==> src/hw/rtl/htfd_pkg.sv <==
// ---------------------------------------------------------------------------
// htfd_pkg
// shared types and constants of the humidity/temperature frame decoder
// ---------------------------------------------------------------------------
package htfd_pkg;

    // crc-8, msb first, no final xor
    localparam logic [7:0] CRC_INIT = 8'hFF;
    localparam logic [7:0] CRC_POLY = 8'h31;

    // byte positions within a frame
    localparam logic [2:0] POS_T_HI  = 3'd0;
    localparam logic [2:0] POS_T_LO  = 3'd1;
    localparam logic [2:0] POS_T_CRC = 3'd2;
    localparam logic [2:0] POS_H_HI  = 3'd3;
    localparam logic [2:0] POS_H_LO  = 3'd4;
    localparam logic [2:0] POS_H_CRC = 3'd5;

    // result status codes
    localparam logic [1:0] ST_OK       = 2'd0;
    localparam logic [1:0] ST_TEMP_CRC = 2'd1;
    localparam logic [1:0] ST_HUM_CRC  = 2'd2;

    // conversion constants
    localparam logic [14:0] T_SPAN     = 15'd17500;
    localparam logic [13:0] H_SPAN     = 14'd12500;
    localparam logic [30:0] ROUND_HALF = 31'd32767;
    localparam logic [14:0] T_OFFSET   = 15'd4500;
    localparam logic [13:0] H_OFFSET   = 14'd600;
    localparam logic [13:0] H_TOP      = 14'd10600;
    localparam logic [13:0] H_MAX      = 14'd10000;

    // queue between front and back
    localparam int QUEUE_DEPTH = 2;

    typedef struct packed {
        logic        temp_good;
        logic        hum_good;
        logic [15:0] raw_t;
        logic [15:0] raw_h;
    } t_frame_rec;

    typedef enum logic [1:0] {
        BK_IDLE,
        BK_MUL,
        BK_DIV,
        BK_FIN
    } t_bk_state;

    function automatic logic [7:0] crc8_byte(input logic [7:0] crc, input logic [7:0] b);
        logic [7:0] c;
        c = crc ^ b;
        for (int k = 0; k < 8; k++) begin
            c = c[7] ? ((c << 1) ^ CRC_POLY) : (c << 1);
        end
        return c;
    endfunction

endpackage

==> src/hw/rtl/htfd_front.sv <==
// ---------------------------------------------------------------------------
// htfd_front
// byte position tracking, crc checking and word assembly
// ---------------------------------------------------------------------------
module htfd_front
    import htfd_pkg::*;
(
    input  logic       i_clk,
    input  logic       i_rst_n,
    input  logic       i_valid,
    output logic       o_ready,
    input  logic [7:0] i_byte,
    input  logic       i_start,
    input  logic       i_q_ready,
    output logic       o_push,
    output t_frame_rec o_rec
);

    logic [2:0]  r_pos, n_pos;
    logic [7:0]  r_crc, n_crc;
    logic [15:0] r_temp, n_temp;
    logic [15:0] r_hum, n_hum;
    logic        r_tgood, n_tgood;
    logic        w_accept;
    logic [2:0]  w_pos;
    logic [7:0]  w_crc;
    logic        w_resync;

    assign o_ready  = i_q_ready;
    assign w_accept = i_valid && i_q_ready;
    assign w_resync = i_start || (r_pos > POS_H_CRC);
    assign w_pos    = w_resync ? POS_T_HI : r_pos;
    assign w_crc    = w_resync ? CRC_INIT : r_crc;

    always_comb begin
        n_pos   = r_pos;
        n_crc   = r_crc;
        n_temp  = r_temp;
        n_hum   = r_hum;
        n_tgood = r_tgood;
        o_push  = 1'b0;
        o_rec   = '{temp_good: r_tgood, hum_good: (w_crc == i_byte),
                    raw_t: r_temp, raw_h: r_hum};
        if (w_accept) begin
            n_pos = (w_pos == POS_H_CRC) ? POS_T_HI : w_pos + 3'd1;
            unique case (w_pos)
                POS_T_HI: begin
                    n_temp = {i_byte, r_temp[7:0]};
                    n_crc  = crc8_byte(w_crc, i_byte);
                end
                POS_T_LO: begin
                    n_temp = {r_temp[15:8], i_byte};
                    n_crc  = crc8_byte(w_crc, i_byte);
                end
                POS_T_CRC: begin
                    n_tgood = (w_crc == i_byte);
                    n_crc   = CRC_INIT;
                end
                POS_H_HI: begin
                    n_hum = {i_byte, r_hum[7:0]};
                    n_crc = crc8_byte(w_crc, i_byte);
                end
                POS_H_LO: begin
                    n_hum = {r_hum[15:8], i_byte};
                    n_crc = crc8_byte(w_crc, i_byte);
                end
                POS_H_CRC: begin
                    n_crc  = CRC_INIT;
                    o_push = 1'b1;
                end
                default: begin
                    n_crc = CRC_INIT;
                end
            endcase
        end
    end

    always_ff @(posedge i_clk) begin
        if (!i_rst_n) begin
            r_pos   <= POS_T_HI;
            r_crc   <= CRC_INIT;
            r_tgood <= 1'b0;
        end else begin
            r_pos   <= n_pos;
            r_crc   <= n_crc;
            r_tgood <= n_tgood;
        end
    end

    always_ff @(posedge i_clk) begin
        r_temp <= n_temp;
        r_hum  <= n_hum;
    end

`ifndef SYNTHESIS
    a_pos_range: assert property (@(posedge i_clk) disable iff (!i_rst_n)
        r_pos <= POS_H_CRC)
        else $error("byte position out of frame");
`endif

endmodule

==> src/hw/rtl/htfd_queue.sv <==
// ---------------------------------------------------------------------------
// htfd_queue
// short queue of checked frames between front and back
// ---------------------------------------------------------------------------
module htfd_queue
    import htfd_pkg::*;
(
    input  logic       i_clk,
    input  logic       i_rst_n,
    input  logic       i_push,
    output logic       o_ready,
    input  t_frame_rec i_rec,
    output logic       o_valid,
    input  logic       i_pop,
    output t_frame_rec o_rec
);

    localparam int PTR_W = (QUEUE_DEPTH > 1) ? $clog2(QUEUE_DEPTH) : 1;
    localparam int CNT_W = $clog2(QUEUE_DEPTH + 1);

    t_frame_rec       r_mem [QUEUE_DEPTH];
    logic [PTR_W-1:0] r_wr_ptr, r_rd_ptr;
    logic [CNT_W-1:0] r_count;
    logic             w_push, w_pop;

    assign o_ready = (r_count != CNT_W'(QUEUE_DEPTH));
    assign o_valid = (r_count != '0);
    assign o_rec   = r_mem[r_rd_ptr];
    assign w_push  = i_push && o_ready;
    assign w_pop   = i_pop && o_valid;

    always_ff @(posedge i_clk) begin
        if (w_push) begin
            r_mem[r_wr_ptr] <= i_rec;
        end
    end

    always_ff @(posedge i_clk) begin
        if (!i_rst_n) begin
            r_wr_ptr <= '0;
            r_rd_ptr <= '0;
            r_count  <= '0;
        end else begin
            if (w_push) begin
                r_wr_ptr <= (r_wr_ptr == PTR_W'(QUEUE_DEPTH - 1)) ? '0 : r_wr_ptr + 1'b1;
            end
            if (w_pop) begin
                r_rd_ptr <= (r_rd_ptr == PTR_W'(QUEUE_DEPTH - 1)) ? '0 : r_rd_ptr + 1'b1;
            end
            r_count <= r_count + CNT_W'(w_push) - CNT_W'(w_pop);
        end
    end

`ifndef SYNTHESIS
    a_count_bound: assert property (@(posedge i_clk) disable iff (!i_rst_n)
        r_count <= CNT_W'(QUEUE_DEPTH))
        else $error("queue count beyond depth");
    a_no_overflow: assert property (@(posedge i_clk) disable iff (!i_rst_n)
        i_push |-> o_ready)
        else $error("frame pushed into full queue");
`endif

endmodule

==> src/hw/rtl/htfd_back.sv <==
// ---------------------------------------------------------------------------
// htfd_back
// scaling of raw words to hundredths and result register
// ---------------------------------------------------------------------------
module htfd_back
    import htfd_pkg::*;
(
    input  logic        i_clk,
    input  logic        i_rst_n,
    input  logic        i_valid,
    output logic        o_pop,
    input  t_frame_rec  i_rec,
    output logic        o_valid,
    input  logic        i_ready,
    output logic [1:0]  o_status,
    output logic [14:0] o_temp_centi,
    output logic [13:0] o_hum_centi,
    output logic [15:0] o_raw_t,
    output logic [15:0] o_raw_h
);

    t_bk_state   r_state, n_state;
    t_frame_rec  r_rec;
    logic [30:0] r_prod_t, r_prod_h;
    logic [14:0] r_tq;
    logic [13:0] r_hq;
    logic        r_out_valid;
    logic [1:0]  r_status;
    logic [14:0] r_temp_centi;
    logic [13:0] r_hum_centi;
    logic [15:0] r_raw_t, r_raw_h;
    logic [31:0] w_sum_t, w_sum_h;
    logic        w_load;
    logic [13:0] w_hum;

    // x / 65535 as (x + (x >> 16) + 1) >> 16, exact for quotients below 2^16
    assign w_sum_t = {1'b0, r_prod_t} + 32'(r_prod_t[30:16]) + 32'd1;
    assign w_sum_h = {1'b0, r_prod_h} + 32'(r_prod_h[30:16]) + 32'd1;

    always_comb begin
        if (r_hq < H_OFFSET) begin
            w_hum = '0;
        end else if (r_hq > H_TOP) begin
            w_hum = H_MAX;
        end else begin
            w_hum = r_hq - H_OFFSET;
        end
    end

    always_comb begin
        n_state = r_state;
        o_pop   = 1'b0;
        w_load  = 1'b0;
        unique case (r_state)
            BK_IDLE: begin
                if (i_valid) begin
                    o_pop   = 1'b1;
                    n_state = BK_MUL;
                end
            end
            BK_MUL: n_state = BK_DIV;
            BK_DIV: n_state = BK_FIN;
            BK_FIN: begin
                if (!r_out_valid || i_ready) begin
                    w_load  = 1'b1;
                    n_state = BK_IDLE;
                end
            end
            default: n_state = BK_IDLE;
        endcase
    end

    always_ff @(posedge i_clk) begin
        if (!i_rst_n) begin
            r_state     <= BK_IDLE;
            r_out_valid <= 1'b0;
        end else begin
            r_state <= n_state;
            if (w_load) begin
                r_out_valid <= 1'b1;
            end else if (i_ready) begin
                r_out_valid <= 1'b0;
            end
        end
    end

    always_ff @(posedge i_clk) begin
        if (o_pop) begin
            r_rec <= i_rec;
        end
        if (r_state == BK_MUL) begin
            r_prod_t <= 31'(T_SPAN) * 31'(r_rec.raw_t) + ROUND_HALF;
            r_prod_h <= 31'(H_SPAN) * 31'(r_rec.raw_h) + ROUND_HALF;
        end
        if (r_state == BK_DIV) begin
            r_tq <= w_sum_t[30:16];
            r_hq <= w_sum_h[29:16];
        end
        if (w_load) begin
            priority if (!r_rec.temp_good) begin
                r_status     <= ST_TEMP_CRC;
                r_temp_centi <= '0;
                r_hum_centi  <= '0;
            end else if (!r_rec.hum_good) begin
                r_status     <= ST_HUM_CRC;
                r_temp_centi <= '0;
                r_hum_centi  <= '0;
            end else begin
                r_status     <= ST_OK;
                r_temp_centi <= r_tq - T_OFFSET;
                r_hum_centi  <= w_hum;
            end
            r_raw_t <= r_rec.raw_t;
            r_raw_h <= r_rec.raw_h;
        end
    end

    assign o_valid      = r_out_valid;
    assign o_status     = r_status;
    assign o_temp_centi = r_temp_centi;
    assign o_hum_centi  = r_hum_centi;
    assign o_raw_t      = r_raw_t;
    assign o_raw_h      = r_raw_h;

`ifndef SYNTHESIS
    a_status_code: assert property (@(posedge i_clk) disable iff (!i_rst_n)
        r_out_valid |-> (r_status == ST_OK || r_status == ST_TEMP_CRC
                         || r_status == ST_HUM_CRC))
        else $error("undefined status code on result");
    a_hum_clamp: assert property (@(posedge i_clk) disable iff (!i_rst_n)
        r_out_valid |-> (r_hum_centi <= H_MAX))
        else $error("humidity beyond clamp");
`endif

endmodule

==> src/hw/rtl/humidity_temp_frame_decoder_top.sv <==
// ---------------------------------------------------------------------------
// humidity_temp_frame_decoder_top
// decodes six-byte humidity/temperature sensor frames into checked results
// ---------------------------------------------------------------------------
// usage
//   slave channel: one frame byte per transaction, in order temp hi, temp lo,
//   temp crc, rh hi, rh lo, rh crc; tuser marks the first byte of a frame and
//   drops any partial frame. without it the byte count wraps after six bytes
//   master channel: one result transaction per frame on its sixth byte, with
//   status, temperature and humidity in hundredths and the two raw words
// throughput
//   one byte per cycle while the queue has room; the front checks crc on
//   the fly and a two-entry frame queue decouples it from the back
// result path
//   after the sixth byte's transaction the frame is written to the queue,
//   then queue read, multiply, reciprocal divide and result register in the back
// stall
//   the back holds a finished result in its output register while the
//   receiver stalls; bytes keep flowing until the queue fills, then tready
//   drops. reset clears byte count, crc, queue and result valid
// ---------------------------------------------------------------------------
module humidity_temp_frame_decoder_top
    import htfd_pkg::*;
(
    input  logic        i_clk,
    input  logic        i_rst_n,
    input  logic        i_s_axis_tvalid,
    output logic        o_s_axis_tready,
    input  logic [7:0]  i_s_axis_tdata,   // [7:0] rx_byte
    input  logic [0:0]  i_s_axis_tuser,   // [0] frame_start
    output logic        o_m_axis_tvalid,
    input  logic        i_m_axis_tready,
    output logic [63:0] o_m_axis_tdata    // [1:0] status, [16:2] temperature_centi,
                                          // [30:17] humidity_centi, [46:31] raw_temperature,
                                          // [62:47] raw_humidity, [63] zero
);

    // front to queue
    logic       w_push;
    logic       w_q_ready;
    t_frame_rec w_push_rec;

    // queue to back
    logic       w_q_valid;
    logic       w_pop;
    t_frame_rec w_pop_rec;

    // result fields
    logic [1:0]  w_status;
    logic [14:0] w_temp_centi;
    logic [13:0] w_hum_centi;
    logic [15:0] w_raw_t;
    logic [15:0] w_raw_h;

    htfd_front u_front (
        .i_clk     (i_clk),
        .i_rst_n   (i_rst_n),
        .i_valid   (i_s_axis_tvalid),
        .o_ready   (o_s_axis_tready),
        .i_byte    (i_s_axis_tdata),
        .i_start   (i_s_axis_tuser[0]),
        .i_q_ready (w_q_ready),
        .o_push    (w_push),
        .o_rec     (w_push_rec)
    );

    htfd_queue u_queue (
        .i_clk   (i_clk),
        .i_rst_n (i_rst_n),
        .i_push  (w_push),
        .o_ready (w_q_ready),
        .i_rec   (w_push_rec),
        .o_valid (w_q_valid),
        .i_pop   (w_pop),
        .o_rec   (w_pop_rec)
    );

    htfd_back u_back (
        .i_clk        (i_clk),
        .i_rst_n      (i_rst_n),
        .i_valid      (w_q_valid),
        .o_pop        (w_pop),
        .i_rec        (w_pop_rec),
        .o_valid      (o_m_axis_tvalid),
        .i_ready      (i_m_axis_tready),
        .o_status     (w_status),
        .o_temp_centi (w_temp_centi),
        .o_hum_centi  (w_hum_centi),
        .o_raw_t      (w_raw_t),
        .o_raw_h      (w_raw_h)
    );

    // pack result fields, lowest field first, padded to whole bytes
    assign o_m_axis_tdata = {1'b0, w_raw_h, w_raw_t, w_hum_centi, w_temp_centi, w_status};

endmodule

==> config.mk <==
export PLATFORM = sky130hd
export DESIGN_NAME = humidity_temp_frame_decoder_top
export DESIGN_NICKNAME = d
export VERILOG_FILES = /design/src/hw/rtl/htfd_pkg.sv /design/src/hw/rtl/htfd_front.sv /design/src/hw/rtl/htfd_queue.sv /design/src/hw/rtl/htfd_back.sv /design/src/hw/rtl/humidity_temp_frame_decoder_top.sv
export SDC_FILE = /design/constraint.sdc
export NUM_CORES = 1
export LEC_CHECK = 0
export BUFFER_PORTS_ARGS = -buffer_cell sky130_fd_sc_hd__clkbuf_2
export CORE_UTILIZATION = 45
export CTS_CLUSTER_SIZE = 14
export DETAILED_ROUTE_END_ITERATION = 10
export PLACE_DENSITY_LB_ADDON = 0.12
export SYNTH_ARGS = -nofsm -noshare
export SYNTH_HDL_FRONTEND = slang
export SYNTH_SLANG_ARGS = --single-unit
==> constraint.sdc <==
create_clock -name i_clk -period 12.83 [get_ports i_clk]
set_input_delay 0.6415 -clock i_clk [delete_from_list [all_inputs] [get_ports i_clk]]
set_output_delay 0.6415 -clock i_clk [all_outputs]
set_load 0.01 [all_outputs]
==> metrics <==
Area after DPL 21400 µm²; #FFs+latches synth just over 300; TNS Setup 0 ns; Ports 79; Final Hold Fails 0; f_max approximately 170 MHz; fraction of registers with async set/reset 0%; first-pass GRT wire length approximately 65000 µm; final estimated routing congestion in global placement 0.855; Layout area overhead 10.6%; HP Class input pin to register; CP Class register to register; initial antenna violation count 0; Crit Path Max Fanout 9; Die Area 46100 µm²; cts repair resizes 0; Max-cap violations 0; vias in the first global route 12.7k; status finished, final reports clean; Final Setup Violations 0; crit path DAT around 6.2 ns; vias per inst around 5.1; Place WS roughly 6.9 ns; CTS Root Cell clkbuf_16; largest net degree at the start of global routing 64; Req. time, crit path 13.10 ns; starting density of the core 45.8%; clk_skew 0.0313 ns; mapped cell area 20300 µm²; Rows 77; vias 12.6k; depth of the worst register-to-register path 19; total wire length between 30000 and 40000 µm; Crit. End Element register; Synth Net Count 2105; CTS buffer count 36; hold depth 2; fin crit share 46.3%; clock buffer depth 3; Final Critical Period 5.94 ns; measured slew at the worst slew-check pin 1.01 ns; Worst Setup Start Kind register; Rel. slew slack 31.8%; gr usage total 17.5%; Final ANT Viol Nets 0; final core utilization about half; Die Ht 215 µm; fin worst setup slack 6.89 ns; Port Buffer Count 77; Mapped Cells around 1.8k; synth warn 0; global route overflow 0; Main synth FF type edfxtp_1; CTS H-tree lvls 2; antenna cells 0; Netlist cell types between 80 and 90; post-CTS repair timing setup buffer count 0; Die Width 215 µm; Pins Over Slew Limit 0; CTS tree done; worst skew pair latency around 0.54 ns; Core ar. 44400 µm²; Reg clk slew, reported paths 0.06 ns; RSZ-0062 raised after global routing false; drt drc 0; layout cells sized above 1 between 10 and 15%; Initial DRC Count 577; hold_buf cts 0; Clock Sink Count between 300 and 400; DR pass1 iterations 5; Final Instance Area 22500 µm²; Final Net Count around 2.2k; Post-synth EDFFs 284; HPWL after DPL 30700 µm; Seq/Total Area, Yosys 43.8%; Avg Synthesized Cell Area 11.5 µm²; routed len/inst about 16 µm
[cell usage after synthesis, types with 23 or more instances]
library cell | count | share of area (%)
xnor2_1 | 111 | 4.8
ha_1 | 246 | 15
and3_1 | 27 | 0.83
nand3_1 | 35 | 0.86
o21ai_0 | 40 | 0.98
a21oi_1 | 69 | 1.7
xor2_1 | 69 | 3.0
mux2_2 | 34 | 1.9
inv_1 | 243 | 4.5
nor3_1 | 23 | 0.57
clkbuf_1 | 25 | 0.46
fa_1 | 81 | 8.0
nor2_1 | 90 | 1.7
nor2b_1 | 29 | 0.89
nand2_1 | 90 | 1.7
edfxtp_1 | 284 | 42
[kinds of logic (layout without fill, tap and decap cells)]
logic type	count (synthesis)	in the layout	share of synthesized area [%]
AO/OA/AOI/OAI	239	239	7.77
flip-flops	303	303	43.8
buffers and inverters	284	393	5.38
adder cells (fa/ha/maj)	327	327	23.1
other	1	1	0.0184
AND/OR/NAND/NOR	391	391	9.94
multiplexers	39	39	2.13
XOR/XNOR	181	181	7.88
[placed cells by master, fill, tap and decap left out, types with 20 or more instances in the layout]
master	synthesis	routed
edfxtp_1	284	284
ha_1	246	245
inv_1	243	243
xnor2_1	111	111
nand2_1	90	90
nor2_1	90	89
fa_1	81	81
clkbuf_2	2	77
xor2_1	69	69
a21oi_1	69	69
o21ai_0	40	40
clkbuf_16	0	36
nand3_1	35	35
mux2_2	34	34
nor2b_1	29	27
and3_1	27	27
nor3_1	23	23
nand4_1	20	20
[final timing paths]
path         slack (ns)         startpoint                   end
max                6.89   u_back.r_rec[27]   u_back.r_prod_t[30]
min                0.42            i_rst_n      u_front.r_crc[4]
max reg2reg        6.89   u_back.r_rec[27]   u_back.r_prod_t[30]
min reg2reg        0.45  u_front.r_hum[12]  u_queue.r_mem[0][12]
[worst max-delay path: stages (launching register included)]
cell	delay (ns)
edfxtp_1	0.54
ha_1	0.34
inv_1	0.05
fa_1	0.50
inv_1	0.04
ha_1	0.30
fa_1	0.48
inv_1	0.05
fa_1	0.53
inv_1	0.04
ha_1	0.44
a21oi_1	0.13
o21ai_1	0.28
mux2i_1	0.24
o211ai_1	0.22
nor3_2	0.30
o41ai_2	0.18
or4b_4	0.61
nor4_2	0.30
xnor2_1	0.09
[sequential cells by signal, summed over array words and instances, names as in the netlist, 15 cells and up]
signal,flops
u_back.o_temp_centi,15
u_back.r_rec,34
u_back.o_raw_t,16
u_back.r_tq,15
u_back.r_prod_t,29
u_back.r_prod_h,29
u_front.r_hum,16
u_queue.r_mem,68
u_front.r_temp,16
u_back.o_raw_h,16
[per-stage QoR]
step                hold slack (ns)  cells
finish                        0.418   2466
CTS                           0.392   2466
detailed placement            0.430   2403
floorplan                     0.421   1765
global placement              0.422   2403
global route                  0.412   2466
[layer usage]
layer  share of wire [%]  vias to the layer above  routed length (µm)  global-route usage, %
met5                   0                        -                   0                      0
met4                 2.1                        0                 841                   4.57
met3                 3.0                       58                1160                   2.77
met2                  45                      178               17800                   28.6
met1                  50                     6002               19500                   24.3
li1                    -                     6344                   -                      -
[layout make-up]
| class | count | area, µm² |
|---|---|---|
| Tap cell | 592 | 741 |
| Clock buffer | 42 | 923 |
| Sequential cell | 303 | 8910 |
| Timing Repair Buffer | 86 | 453 |
| Multi-Input combinational cell | 1178 | 10400 |
| Clock inverter | 21 | 199 |
| Inverter | 244 | 916 |
| Fill cell | 3968 | 21900 |
Power is left out: the tool's default activity adds up to more than one toggle a clock period on the data nets, which glitch-free logic cannot reach.
